**src/hdl/cidw_pkg.sv**
```systemverilog
`timescale 1ns / 1ps

package cidw_pkg;

	localparam int unsigned IdWidth = 48;
	localparam logic [IdWidth-1:0] IdEmpty = {IdWidth{1'b1}};

	typedef enum logic [1:0] {
		OP_MATCH  = 2'd0,
		OP_STORE  = 2'd1,
		OP_DELETE = 2'd2,
		OP_CLEAR  = 2'd3
	} opcode_t;

	typedef enum logic [2:0] {
		ST_FOUND    = 3'd0,
		ST_NOTFOUND = 3'd1,
		ST_STORED   = 3'd2,
		ST_ALREADY  = 3'd3,
		ST_FULL     = 3'd4,
		ST_DELETED  = 3'd5,
		ST_CLEARED  = 3'd6
	} status_t;

	// Table update commands, one cycle each.
	typedef struct packed {
		logic wr;     // write data into a slot, mark it occupied
		logic inval;  // mark a slot empty
		logic clr;    // mark every slot empty
	} mem_ctl_t;

endpackage

```
**src/hdl/cidw_req_if.sv**
```systemverilog
`timescale 1ns / 1ps

interface cidw_req_if;
	logic                          valid;
	logic                          ready;
	logic [1:0]                    opcode;
	logic [cidw_pkg::IdWidth-1:0]  card_id;

	modport source (output valid, output opcode, output card_id, input ready);
	modport sink (input valid, input opcode, input card_id, output ready);
endinterface

```
**src/hdl/cidw_rsp_if.sv**
```systemverilog
`timescale 1ns / 1ps

interface cidw_rsp_if;
	logic       valid;
	logic       ready;
	logic [2:0] status;
	logic [4:0] slot;

	modport source (output valid, output status, output slot, input ready);
	modport sink (input valid, input status, input slot, output ready);
endinterface

```
**src/hdl/cidw_mem.sv**
```systemverilog
`timescale 1ns / 1ps

module cidw_mem #(
	parameter int unsigned SLOTS = 20,
	parameter int unsigned IW    = 5
) (
	input  logic                          clk,
	input  logic                          arst_n,
	input  logic [IW-1:0]                 rd_addr,
	output logic [cidw_pkg::IdWidth-1:0]  rd_data,
	input  cidw_pkg::mem_ctl_t            ctl,
	input  logic [IW-1:0]                 wr_addr,
	input  logic [cidw_pkg::IdWidth-1:0]  wr_data
);

	logic [cidw_pkg::IdWidth-1:0] mem [SLOTS];
	logic [SLOTS-1:0]             occ_q;
	logic [cidw_pkg::IdWidth-1:0] rd_word_q;
	logic                         rd_occ_q;

	always_ff @(posedge clk) begin
		if (ctl.wr) begin
			mem[wr_addr] <= wr_data;
		end
		rd_word_q <= mem[rd_addr];
	end

	// Empty slots need no clearing pass: an unoccupied slot reads as all ones.
	always_ff @(posedge clk or negedge arst_n) begin
		if (!arst_n) begin
			occ_q    <= '0;
			rd_occ_q <= 1'b0;
		end else begin
			rd_occ_q <= occ_q[rd_addr];
			if (ctl.clr) begin
				occ_q <= '0;
			end else if (ctl.wr) begin
				occ_q[wr_addr] <= 1'b1;
			end else if (ctl.inval) begin
				occ_q[wr_addr] <= 1'b0;
			end
		end
	end

	assign rd_data = rd_occ_q ? rd_word_q : cidw_pkg::IdEmpty;

endmodule

```
**src/hdl/card_id_whitelist_table.sv**
```systemverilog
`timescale 1ns / 1ps
// Match, store and delete walk every slot from accept to result; clear skips the
// walk. One word is in work at a time, and the next word is taken the cycle after
// the result is registered, which waits until the receiver has taken the last one.
// Reset empties every slot at once through the occupancy flags; no sweep.

module card_id_whitelist_table #(
	parameter int unsigned SLOTS = 20
) (
	input  logic       clk,
	input  logic       arst_n,
	cidw_req_if.sink   req,
	cidw_rsp_if.source rsp
);

	localparam int unsigned IW = (SLOTS > 1) ? $clog2(SLOTS) : 1;
	localparam logic [IW-1:0] LastIdx = IW'(SLOTS - 1);

	typedef enum logic [2:0] {
		S_IDLE    = 3'b001,
		S_SEARCH  = 3'b010,
		S_RESOLVE = 3'b100
	} state_t;

	state_t                        state_q;
	cidw_pkg::opcode_t             op_q;
	logic [cidw_pkg::IdWidth-1:0]  id_q;

	// Read issue side of the walk.
	logic          issue_q;
	logic [IW-1:0] rd_idx_q;

	// Compare stage: memory data returned for slot idx_s1.
	logic          vld_s1;
	logic [IW-1:0] idx_s1;

	// Lowest matching slot and lowest empty slot seen so far.
	logic          hit_q;
	logic [IW-1:0] hit_idx_q;
	logic          emp_q;
	logic [IW-1:0] emp_idx_q;

	logic [cidw_pkg::IdWidth-1:0]  rd_data;
	cidw_pkg::mem_ctl_t            ctl;
	logic [IW-1:0]                 wr_addr;

	logic              rsp_vld_q;
	logic [2:0]        rsp_status_q;
	logic [4:0]        rsp_slot_q;

	logic              out_free;
	logic              fin;
	cidw_pkg::status_t fin_status;
	logic [IW-1:0]     fin_idx;
	logic              fin_use_idx;
	logic [IW+4:0]     fin_idx_ext;
	logic              is_hit;
	logic              is_emp;

	cidw_mem #(
		.SLOTS (SLOTS),
		.IW    (IW)
	) u_mem (
		.clk     (clk),
		.arst_n  (arst_n),
		.rd_addr (rd_idx_q),
		.rd_data (rd_data),
		.ctl     (ctl),
		.wr_addr (wr_addr),
		.wr_data (id_q)
	);

	assign req.ready = (state_q == S_IDLE);
	assign out_free  = !rsp_vld_q || rsp.ready;
	assign fin       = (state_q == S_RESOLVE) && out_free;

	// Hit comparator of the walk; the empty test rides on the same read word.
	assign is_hit = (rd_data == id_q);
	assign is_emp = (rd_data == cidw_pkg::IdEmpty);

	// Decide the outcome once the walk is done.
	always_comb begin
		fin_status  = cidw_pkg::ST_NOTFOUND;
		fin_idx     = hit_idx_q;
		fin_use_idx = 1'b0;
		ctl         = '0;
		wr_addr     = hit_idx_q;
		case (op_q)
			cidw_pkg::OP_MATCH: begin
				if (hit_q) begin
					fin_status  = cidw_pkg::ST_FOUND;
					fin_use_idx = 1'b1;
				end
			end
			cidw_pkg::OP_STORE: begin
				if (hit_q) begin
					fin_status  = cidw_pkg::ST_ALREADY;
					fin_use_idx = 1'b1;
				end else if (emp_q) begin
					fin_status  = cidw_pkg::ST_STORED;
					fin_idx     = emp_idx_q;
					fin_use_idx = 1'b1;
					wr_addr     = emp_idx_q;
					ctl.wr      = fin;
				end else begin
					fin_status = cidw_pkg::ST_FULL;
				end
			end
			cidw_pkg::OP_DELETE: begin
				if (hit_q) begin
					fin_status  = cidw_pkg::ST_DELETED;
					fin_use_idx = 1'b1;
					ctl.inval   = fin;
				end
			end
			cidw_pkg::OP_CLEAR: begin
				fin_status = cidw_pkg::ST_CLEARED;
				ctl.clr    = fin;
			end
			default: begin
				fin_status = cidw_pkg::ST_NOTFOUND;
			end
		endcase
		// Slot field keeps the five low bits of the index.
		fin_idx_ext = {5'b0, (fin_use_idx ? fin_idx : '0)};
	end

	always_ff @(posedge clk or negedge arst_n) begin
		if (!arst_n) begin
			state_q   <= S_IDLE;
			issue_q   <= 1'b0;
			rd_idx_q  <= '0;
			vld_s1    <= 1'b0;
			hit_q     <= 1'b0;
			emp_q     <= 1'b0;
			rsp_vld_q <= 1'b0;
		end else begin
			// Load a new result, or drop the current one once taken.
			if (fin) begin
				rsp_vld_q <= 1'b1;
			end else if (rsp.ready) begin
				rsp_vld_q <= 1'b0;
			end
			case (state_q)
				S_IDLE: begin
					if (req.valid) begin
						hit_q    <= 1'b0;
						emp_q    <= 1'b0;
						rd_idx_q <= '0;
						vld_s1   <= 1'b0;
						if (cidw_pkg::opcode_t'(req.opcode) == cidw_pkg::OP_CLEAR) begin
							state_q <= S_RESOLVE;
						end else begin
							issue_q <= 1'b1;
							state_q <= S_SEARCH;
						end
					end
				end
				S_SEARCH: begin
					// Advance the read address, one slot per cycle. The last
					// read clears issue_q, so the compare stage drains itself.
					vld_s1 <= issue_q;
					idx_s1 <= rd_idx_q;
					if (issue_q) begin
						if (rd_idx_q == LastIdx) begin
							issue_q <= 1'b0;
						end else begin
							rd_idx_q <= rd_idx_q + 1'b1;
						end
					end
					// Record the first hit and the first empty slot only.
					if (vld_s1) begin
						if (is_hit && !hit_q) begin
							hit_q     <= 1'b1;
							hit_idx_q <= idx_s1;
						end
						if (is_emp && !emp_q) begin
							emp_q     <= 1'b1;
							emp_idx_q <= idx_s1;
						end
						if (idx_s1 == LastIdx) begin
							state_q <= S_RESOLVE;
						end
					end
				end
				S_RESOLVE: begin
					// Hold until the output register is free.
					if (out_free) begin
						state_q <= S_IDLE;
					end
				end
				default: begin
					state_q <= S_IDLE;
				end
			endcase
		end
	end

	// Payload registers, no reset needed.
	always_ff @(posedge clk) begin
		if (req.valid && req.ready) begin
			op_q <= cidw_pkg::opcode_t'(req.opcode);
			id_q <= req.card_id;
		end
		if (fin) begin
			rsp_status_q <= fin_status;
			rsp_slot_q   <= fin_idx_ext[4:0];
		end
	end

	assign rsp.valid  = rsp_vld_q;
	assign rsp.status = rsp_status_q;
	assign rsp.slot   = rsp_slot_q;

endmodule
```
**src/flat_wrapper.sv**
```systemverilog
// flat-port wrapper written by rule: the top's interface ports become plain ports
module card_id_whitelist_table_flat 
#(
	parameter int unsigned SLOTS = 20
)
  (clk, arst_n, req_valid, req_opcode, req_card_id, req_ready, rsp_valid, rsp_status, rsp_slot, rsp_ready);
  cidw_req_if req_i ();
  cidw_rsp_if rsp_i ();
  input  logic clk;
  input  logic arst_n;
  input wire logic [$bits(req_i.valid)-1:0] req_valid;
  input wire logic [$bits(req_i.opcode)-1:0] req_opcode;
  input wire logic [$bits(req_i.card_id)-1:0] req_card_id;
  output wire logic [$bits(req_i.ready)-1:0] req_ready;
  output wire logic [$bits(rsp_i.valid)-1:0] rsp_valid;
  output wire logic [$bits(rsp_i.status)-1:0] rsp_status;
  output wire logic [$bits(rsp_i.slot)-1:0] rsp_slot;
  input wire logic [$bits(rsp_i.ready)-1:0] rsp_ready;
  assign req_i.valid = req_valid;
  assign req_i.opcode = req_opcode;
  assign req_i.card_id = req_card_id;
  assign req_ready = req_i.ready;
  assign rsp_valid = rsp_i.valid;
  assign rsp_status = rsp_i.status;
  assign rsp_slot = rsp_i.slot;
  assign rsp_i.ready = rsp_ready;
  card_id_whitelist_table #(.SLOTS(SLOTS)) u_core (.clk(clk), .arst_n(arst_n), .req(req_i), .rsp(rsp_i));
endmodule
```
**config.mk**
```make
export PLATFORM = sky130hd
export DESIGN_NAME = card_id_whitelist_table_flat
export DESIGN_NICKNAME = d
export VERILOG_FILES = /design/src/hdl/cidw_pkg.sv /design/src/hdl/cidw_req_if.sv /design/src/hdl/cidw_rsp_if.sv /design/src/hdl/cidw_mem.sv /design/src/hdl/card_id_whitelist_table.sv /design/src/flat_wrapper.sv
export SDC_FILE = /design/constraint.sdc
export NUM_CORES = 1
export LEC_CHECK = 0
export ABC_AREA = 0
export BUFFER_PORTS_ARGS = -buffer_cell sky130_fd_sc_hd__buf_2
export CAP_MARGIN = 5
export CORE_AREA = 4 4 267 295
export DETAILED_ROUTE_END_ITERATION = 8
export DIE_AREA = 0 0 271 299
export GPL_ROUTABILITY_DRIVEN = 0
export MAX_ROUTING_LAYER = met4
export PLACE_DENSITY = 0.76
export RECOVER_POWER = 50
export SLEW_MARGIN = 20
export SYNTH_ARGS = -nofsm -noshare
export SYNTH_HDL_FRONTEND = slang
export SYNTH_SLANG_ARGS = --single-unit
```
**constraint.sdc**
```tcl
create_clock -name clk -period 5 [get_ports clk]
set_input_delay 0.75 -clock clk [delete_from_list [all_inputs] [get_ports clk]]
set_output_delay 0.75 -clock clk [all_outputs]
set_load 0.01 [all_outputs]
```
## Word level (Yosys, flattened, before mapping)

Memory sizes are Yosys's and may differ from the RTL's. A register that Yosys moved wholly into a read port is not among the register bits.
Cells that the tools add are included.

| word-level totals | value |
|---|---|
| memories kept | 1 |
| flip-flop bits (word level) | 107 |
| bits in writable memories | 960 |
| word-level logic and storage cells | 120 |

| cells by class | value |
|---|---|
| order comparisons | 3 |
| mux-type cells | 53 |
| equality and inequality tests | 20 |
| bitwise operators | 3 |
| add/subtract/negate cells | 1 |
| reduce and logical (&&, ||, !) cells | 23 |

Memories:

| name | words | bits a word | rd ports | clocked after Yosys merged registers in | wr ports | RTL line | text |
|---|---|---|---|---|---|---|---|
| u_core.u_mem.mem | 20 | 48 | 1 | 1 | 1 | cidw_mem.sv:16 | `logic [cidw_pkg::IdWidth-1:0] mem [SLOTS];` |

Operators with widths:

| operator | number |
|---|---|
| $mux 20 | 3 |
| $eq 48x48->1 | 1 |
| $eq 48x48->1 const B | 1 |
| $mux 48 | 1 |
| $mux 5 | 6 |
| $mux 1 | 25 |
| $mux 3 | 8 |
| $reduce_and 4->1 | 6 |
| $and 20x20->20 | 1 |
| $not 20->20 | 1 |
| $or 20x20->20 | 1 |
| $lt 5x6->1 const B | 2 |
| $ne 2x1->1 const B | 6 |
| $pmux 3 s4 | 1 |
| $eq 5x5->1 const B | 2 |
| $pmux 1 s2 | 5 |
| $pmux 5 s2 | 1 |
| $pmux 3 s3 | 1 |
| $eq 2x2->1 const B | 3 |
| $ne 2x2->1 const B | 3 |
| $add 5x1->5 const B | 1 |
| $bmux 1 s5 | 1 |
| $demux 1 s5 | 1 |
| $ge 5x1->1 const B | 1 |
| other kinds (13) | 21 |

## Logic depth before layout (Yosys ltp)

| logic depth | value |
|---|---|
| word-level depth | 12 |
| depth in mapped cells | 9 |
| depth with buffers taken out | 6 |

## Hierarchy

Synthesis repeated with hierarchy kept, for this count alone.

| second synthesis, totals | value |
|---|---|
| cells, all modules | 2132 |
| area, all modules | 42562.1 µm² |

Modules (own cells, without submodules):

| module | area an instance (µm²) | cells an instance | sequential area each (µm²) | times used |
|---|---|---|---|---|
| cidw_mem | 38889.8 | 1878 | 30314.1 | 1 |
| card_id_whitelist_table | 3672.3 | 254 | 2518.7 | 1 |

## Worst setup path after synthesis

OpenSTA, ideal clock, no wires.

| path | value |
|---|---|
| path type | input-to-reg |
| from | input rsp_ready |
| to | memory u_core.u_mem.mem[0][0] in the netlist's numbering, enable pin |
| slack | 0.741 ns |
| arrival time | 3.805 ns |
| path buffers | 1 |
| cell stages on the path | 6 |
| data required time | 4.546 ns |
| cell sequence | nand2b_1 and3_1 and2_1 clkbuf_1 nand2_1 nor2_1 |

| between the ends | value |
|---|---|
| longest elaborated chain between the ends | 7 |

Ends and longest elaborated chain:

| element | RTL line | text |
|---|---|---|
| start, declared | flat_wrapper.sv:18 | `input wire logic [$bits(rsp_i.ready)-1:0] rsp_ready;` |
| $logic_or 1x1->1 | card_id_whitelist_table.sv:74 | `assign out_free = !rsp_vld_q \|\| rsp.ready;` |
| $logic_and 1x1->1 | card_id_whitelist_table.sv:75 | `assign fin = (state_q == S_RESOLVE) && out_free;` |
| named net u_core.fin | card_id_whitelist_table.sv:52 | `logic fin;` |
| $mux 1 | card_id_whitelist_table.sv:99 | `end else if (emp_q) begin` |
| $mux 1 | card_id_whitelist_table.sv:96 | `if (hit_q) begin` |
| $mux 1 | card_id_whitelist_table.sv:88 | `case (op_q)` |
| $mux 1 | cidw_mem.sv:22 | `if (ctl.wr) begin` |
| $mux 1 (implied by the code) | cidw_mem.sv:23 | `mem[wr_addr] <= wr_data;` |
| end, declared | cidw_mem.sv:16 |  |

The timed path passes the listed nets, and every way through them passes these cells.

## Worst setup path after layout

| path | value |
|---|---|
| from | register u_core.rd_idx_q[3] |
| to | register u_core.rd_idx_q[4] |

| between the ends | value |
|---|---|
| longest elaborated chain between the ends | 4 |

Ends and longest elaborated chain:

| element | RTL line | text |
|---|---|---|
| start, declared | card_id_whitelist_table.sv:31 | `logic [IW-1:0] rd_idx_q;` |
| start signal, assigned | card_id_whitelist_table.sv:168 | `rd_idx_q <= rd_idx_q + 1'b1;` |
| $add 5x1->5 | card_id_whitelist_table.sv:168 |  |
| $mux 5 | card_id_whitelist_table.sv:165 | `if (rd_idx_q == LastIdx) begin` |
| $mux 5 | card_id_whitelist_table.sv:164 | `if (issue_q) begin` |
| $pmux 5 s2 | card_id_whitelist_table.sv:144 | `case (state_q)` |

Parallel ways exist; a longest one is shown, timed or not. The select of a mux whose other input is x is not followed.
A chain may end at the register's enable or synchronous reset.

==> results.sh <==
export IMPL_period_needed_ns=4.35
export IMPL_postSynthCellCount=1903
export IMPL_overflow=0
export IMPL_synth_enable_flop_cells=1033
export IMPL_io_buffer_count=63
export IMPL_grt_busiest_layer="met2"
export IMPL_fp_dieH_um=299
export IMPL_ys_seq_elements=1115
export IMPL_tns_ns=0
export IMPL_post_cts_buffers=0
export IMPL_powerDensity_nw_per_um2=480
export IMPL_setup_viol=0
export IMPL_worstRegToRegCells=6
export IMPL_grt_pass1_wl_mm=143
export IMPL_fin_util_pct=63.3
export IMPL_clock_latency_ns=0.67
export IMPL_hold_viol_final=0
export IMPL_start_util_pct=56.7
export IMPL_grt_use_met1_pct=33.2
export IMPL_cp_arrival_ns=4.92
export IMPL_grt_use_met3_pct=3.71
export IMPL_grt_setup_unrepaired="false"
export IMPL_route_detailed_drc=0
export IMPL_ys_async_sr_fraction_pct=3.05
export IMPL_yosys_area_top_type_share_pct=72.2
export IMPL_synthesis_area_sq_um=43000
export IMPL_drt_iter0_markers=2779
export IMPL_holdWs_ns=0.252
export IMPL_dp_hpwl_mm=51.3
export IMPL_num_rows=106
export IMPL_drive_gt1_share_pct=25.4
export IMPL_netlist_top_cells_area="edfxtp_1, mux4_2, mux4_1"
export IMPL_endpoint_kind="flip-flop"
export IMPL_via_per_inst=6.49
export IMPL_first_pass_iters=7
export IMPL_grt_start_max_net_pins=72
export IMPL_area_growth_pct=11.6
export IMPL_worstSetupStartpointType="flip-flop"
export IMPL_yosysSeqAreaShare_pct=76.4
export IMPL_clockBufferDepth=3
export IMPL_cpMostUsedCell="nor2_1"
export IMPL_max_stage_delay_ns=2.65
export IMPL_path_clk_slew_ns=0.06
export IMPL_grt_pass1_vias=21383
export IMPL_grt_use_total_pct=24.5
export IMPL_clock_skew_ns=0.0215
export IMPL_max_freq_mhz=230
export IMPL_wirelength_mm=94.8
export IMPL_clkSinkCount=1115
export IMPL_routed_via_count=20599
export IMPL_tightest_slew_ns=3.60
export IMPL_ctsResizeCount=0
export IMPL_drv_slew=258
export IMPL_path_max_fanout=53
export IMPL_yosys_top_cells_count="edfxtp_1, mux4_2, mux4_1, mux2_2, dfxtp_1"
export IMPL_ir_worst_vdd_v=0.000323
export IMPL_synth_distinct_cells=68
export IMPL_status="finished with violations"
export IMPL_relSlewSlack_pct=-140
export IMPL_drtAntennaViolNets=0
export IMPL_root_buffer="clkbuf_16"
export IMPL_yosysMostFrequentCell="edfxtp_1"
export IMPL_cts_buffers_inserted=102
export IMPL_nNetsFinal=2114
export IMPL_hold_buffers=0
export IMPL_hold_class="in -> reg"
export IMPL_worst_ep_required_time_ns=5.57
export IMPL_syn_area_per_cell_sq_um=22.6
export IMPL_die_width_um=271
export IMPL_cts_tree="yes"
export IMPL_htree_levels=3
export IMPL_ys_warnings_count=0
export IMPL_hold_depth=1
export IMPL_ios=64
export IMPL_ys_flop_type="edfxtp_1"
export IMPL_cap_viol_max_count=6
export IMPL_post_route_period_util_pct=87.1
export IMPL_violations="max-capacitance violations, max-slew violations"
export IMPL_dieArea_sq_um=81000
export IMPL_path_class="reg -> reg"
export IMPL_wl_per_cell_um=29.9
export IMPL_core_sq_um=75700
export IMPL_antenna_found_initial=3
export IMPL_use_met2_pct=39.2
export IMPL_syn_nets=1958
export IMPL_cp_slowest_cell="dfrtp_1"
export IMPL_path_cells="nor2_1 > nand3_1 > nor2b_1 > nand4_1 > xor2_1 > nor2_1"
export IMPL_p_leak_nw=14.9
export IMPL_synth_top_cell_by_area="edfxtp_1"
-- layout by cell type, fill, tap and decap left out, drive strengths merged, types with 2 or more instances in the layout --
| cell type | Yosys | final |
|---|---|---|
| a221o | 2 | 2 |
| a2111oi | 2 | 2 |
| a31oi | 10 | 10 |
| bufinv | 0 | 12 |
| nand3b | 9 | 9 |
| o22a | 2 | 2 |
| o21ai | 57 | 57 |
| nand2b | 13 | 13 |
| nor2b | 7 | 7 |
| nand2 | 36 | 36 |
| clkbuf | 32 | 175 |
| xor2 | 12 | 12 |
| a21oi | 26 | 26 |
| nand3 | 6 | 6 |
| o2bb2ai | 2 | 2 |
| a32o | 4 | 4 |
| mux4 | 294 | 294 |
| o41ai | 7 | 7 |
| nor3 | 8 | 8 |
| nor4 | 7 | 7 |
| a22oi | 6 | 6 |
| a221oi | 3 | 3 |
| diode | 0 | 2 |
| clkinv | 0 | 41 |
| or3b | 2 | 2 |
| nor3b | 3 | 3 |
| nor2 | 37 | 37 |
| and3 | 3 | 3 |
| mux2i | 5 | 5 |
| o22ai | 12 | 12 |
| edfxtp | 1033 | 1033 |
| dfrtp | 33 | 33 |
| a222oi | 2 | 2 |
| clkinvlp | 0 | 7 |
| buf | 50 | 90 |
| dfxtp | 48 | 48 |
| inv | 33 | 38 |
| nand4 | 19 | 19 |
| and2 | 4 | 4 |
| mux2 | 50 | 50 |
-- state kept, by name, indices dropped and copies added, names as in the netlist, 2 cells and up --
| signal | cells |
|---|---|
| u_core.emp_idx_q | 5 |
| u_core.hit_idx_q | 5 |
| u_core.id_q | 48 |
| u_core.idx_s1 | 5 |
| u_core.op_q | 2 |
| u_core.rd_idx_q | 5 |
| u_core.rsp.slot | 5 |
| u_core.rsp.status | 3 |
| u_core.state_q | 3 |
| u_core.u_mem.mem | 960 |
| u_core.u_mem.occ_q | 20 |
| u_core.u_mem.rd_word_q | 48 |
-- where the power goes --
part	internal, mW	switching (mW)	leakage, nW
registers	10.9	0.658	10.2
clock network	4.47	3.35	1.63
logic	1.79	1.85	3.12
total	17.2	5.85	14.9
-- metal layers --
layer,wire [um],share of wire (%),vias up
li1,-,-,8406
met1,36000,38,10791
met2,47700,50,1162
met3,7770,8.2,240
met4,3250,3.4,0
met5,0,0,-
-- worst max-delay path, delay by kind of cell, from the launching register on --
family / cells / cell delay (ns)
flops: 1 / 2.65
simple gates: 5 / 1.30
xor+xnor: 1 / 0.29
-- cell type report --
cell class              instances  area, sq um
well taps                    1026         1280
inverters                      33          125
repair buffers                139          855
diodes                          2         5.00
clock inverters                65          652
fillers                      4810        27800
clock buffers                 126         2700
multi-input cells             668         9500
flip-flops and latches       1115        32800
-- through the flow --
| stage | std cells | worst slack, ns | power (mW) | instance area (sq um) |
|---|---|---|---|---|
| global route | 3173 | 0.479 | 23.9 | 48000 |
| detailed placement | 2981 | 1.16 | 15.4 | 44700 |
| floorplan | 1903 | 0.741 | 14.2 | 43000 |
| finish | 3174 | 0.647 | 23.0 | 48000 |
| global placement | 2981 | 1.34 | 15.3 | 44700 |
| CTS | 3172 | 1.16 | 23.2 | 48100 |
-- final timing paths --
kind                                          from  slack [ns]                endpoint
worst max-delay path            u_core.rd_idx_q[3]        0.65      u_core.rd_idx_q[4]
worst min-delay path               req_card_id[33]        0.25         u_core.id_q[33]
worst max register to register  u_core.rd_idx_q[3]        0.65      u_core.rd_idx_q[4]
worst min register to register    u_core.idx_s1[1]        0.47     u_core.emp_idx_q[1]
max in group asynchronous                   arst_n        2.96      u_core.rd_idx_q[4]
min in group asynchronous                   arst_n        0.69  u_core.u_mem.occ_q[17]
-- cell families (layout without fill, tap and decap cells) --
family | count (synthesis) | in the layout | share of synthesized area (%)
other | 0 | 2 | 0
AND/OR/NAND/NOR | 162 | 162 | 1.99
XOR/XNOR | 13 | 13 | 0.265
multiplexers | 349 | 349 | 17.4
flip-flops | 1115 | 1115 | 76.4
buffers and inverters | 120 | 363 | 1.85
AO/OA/AOI/OAI | 143 | 143 | 2.06
adder cells (fa/ha/maj) | 1 | 1 | 0.0291
Power figures use the tool's default switching activity.
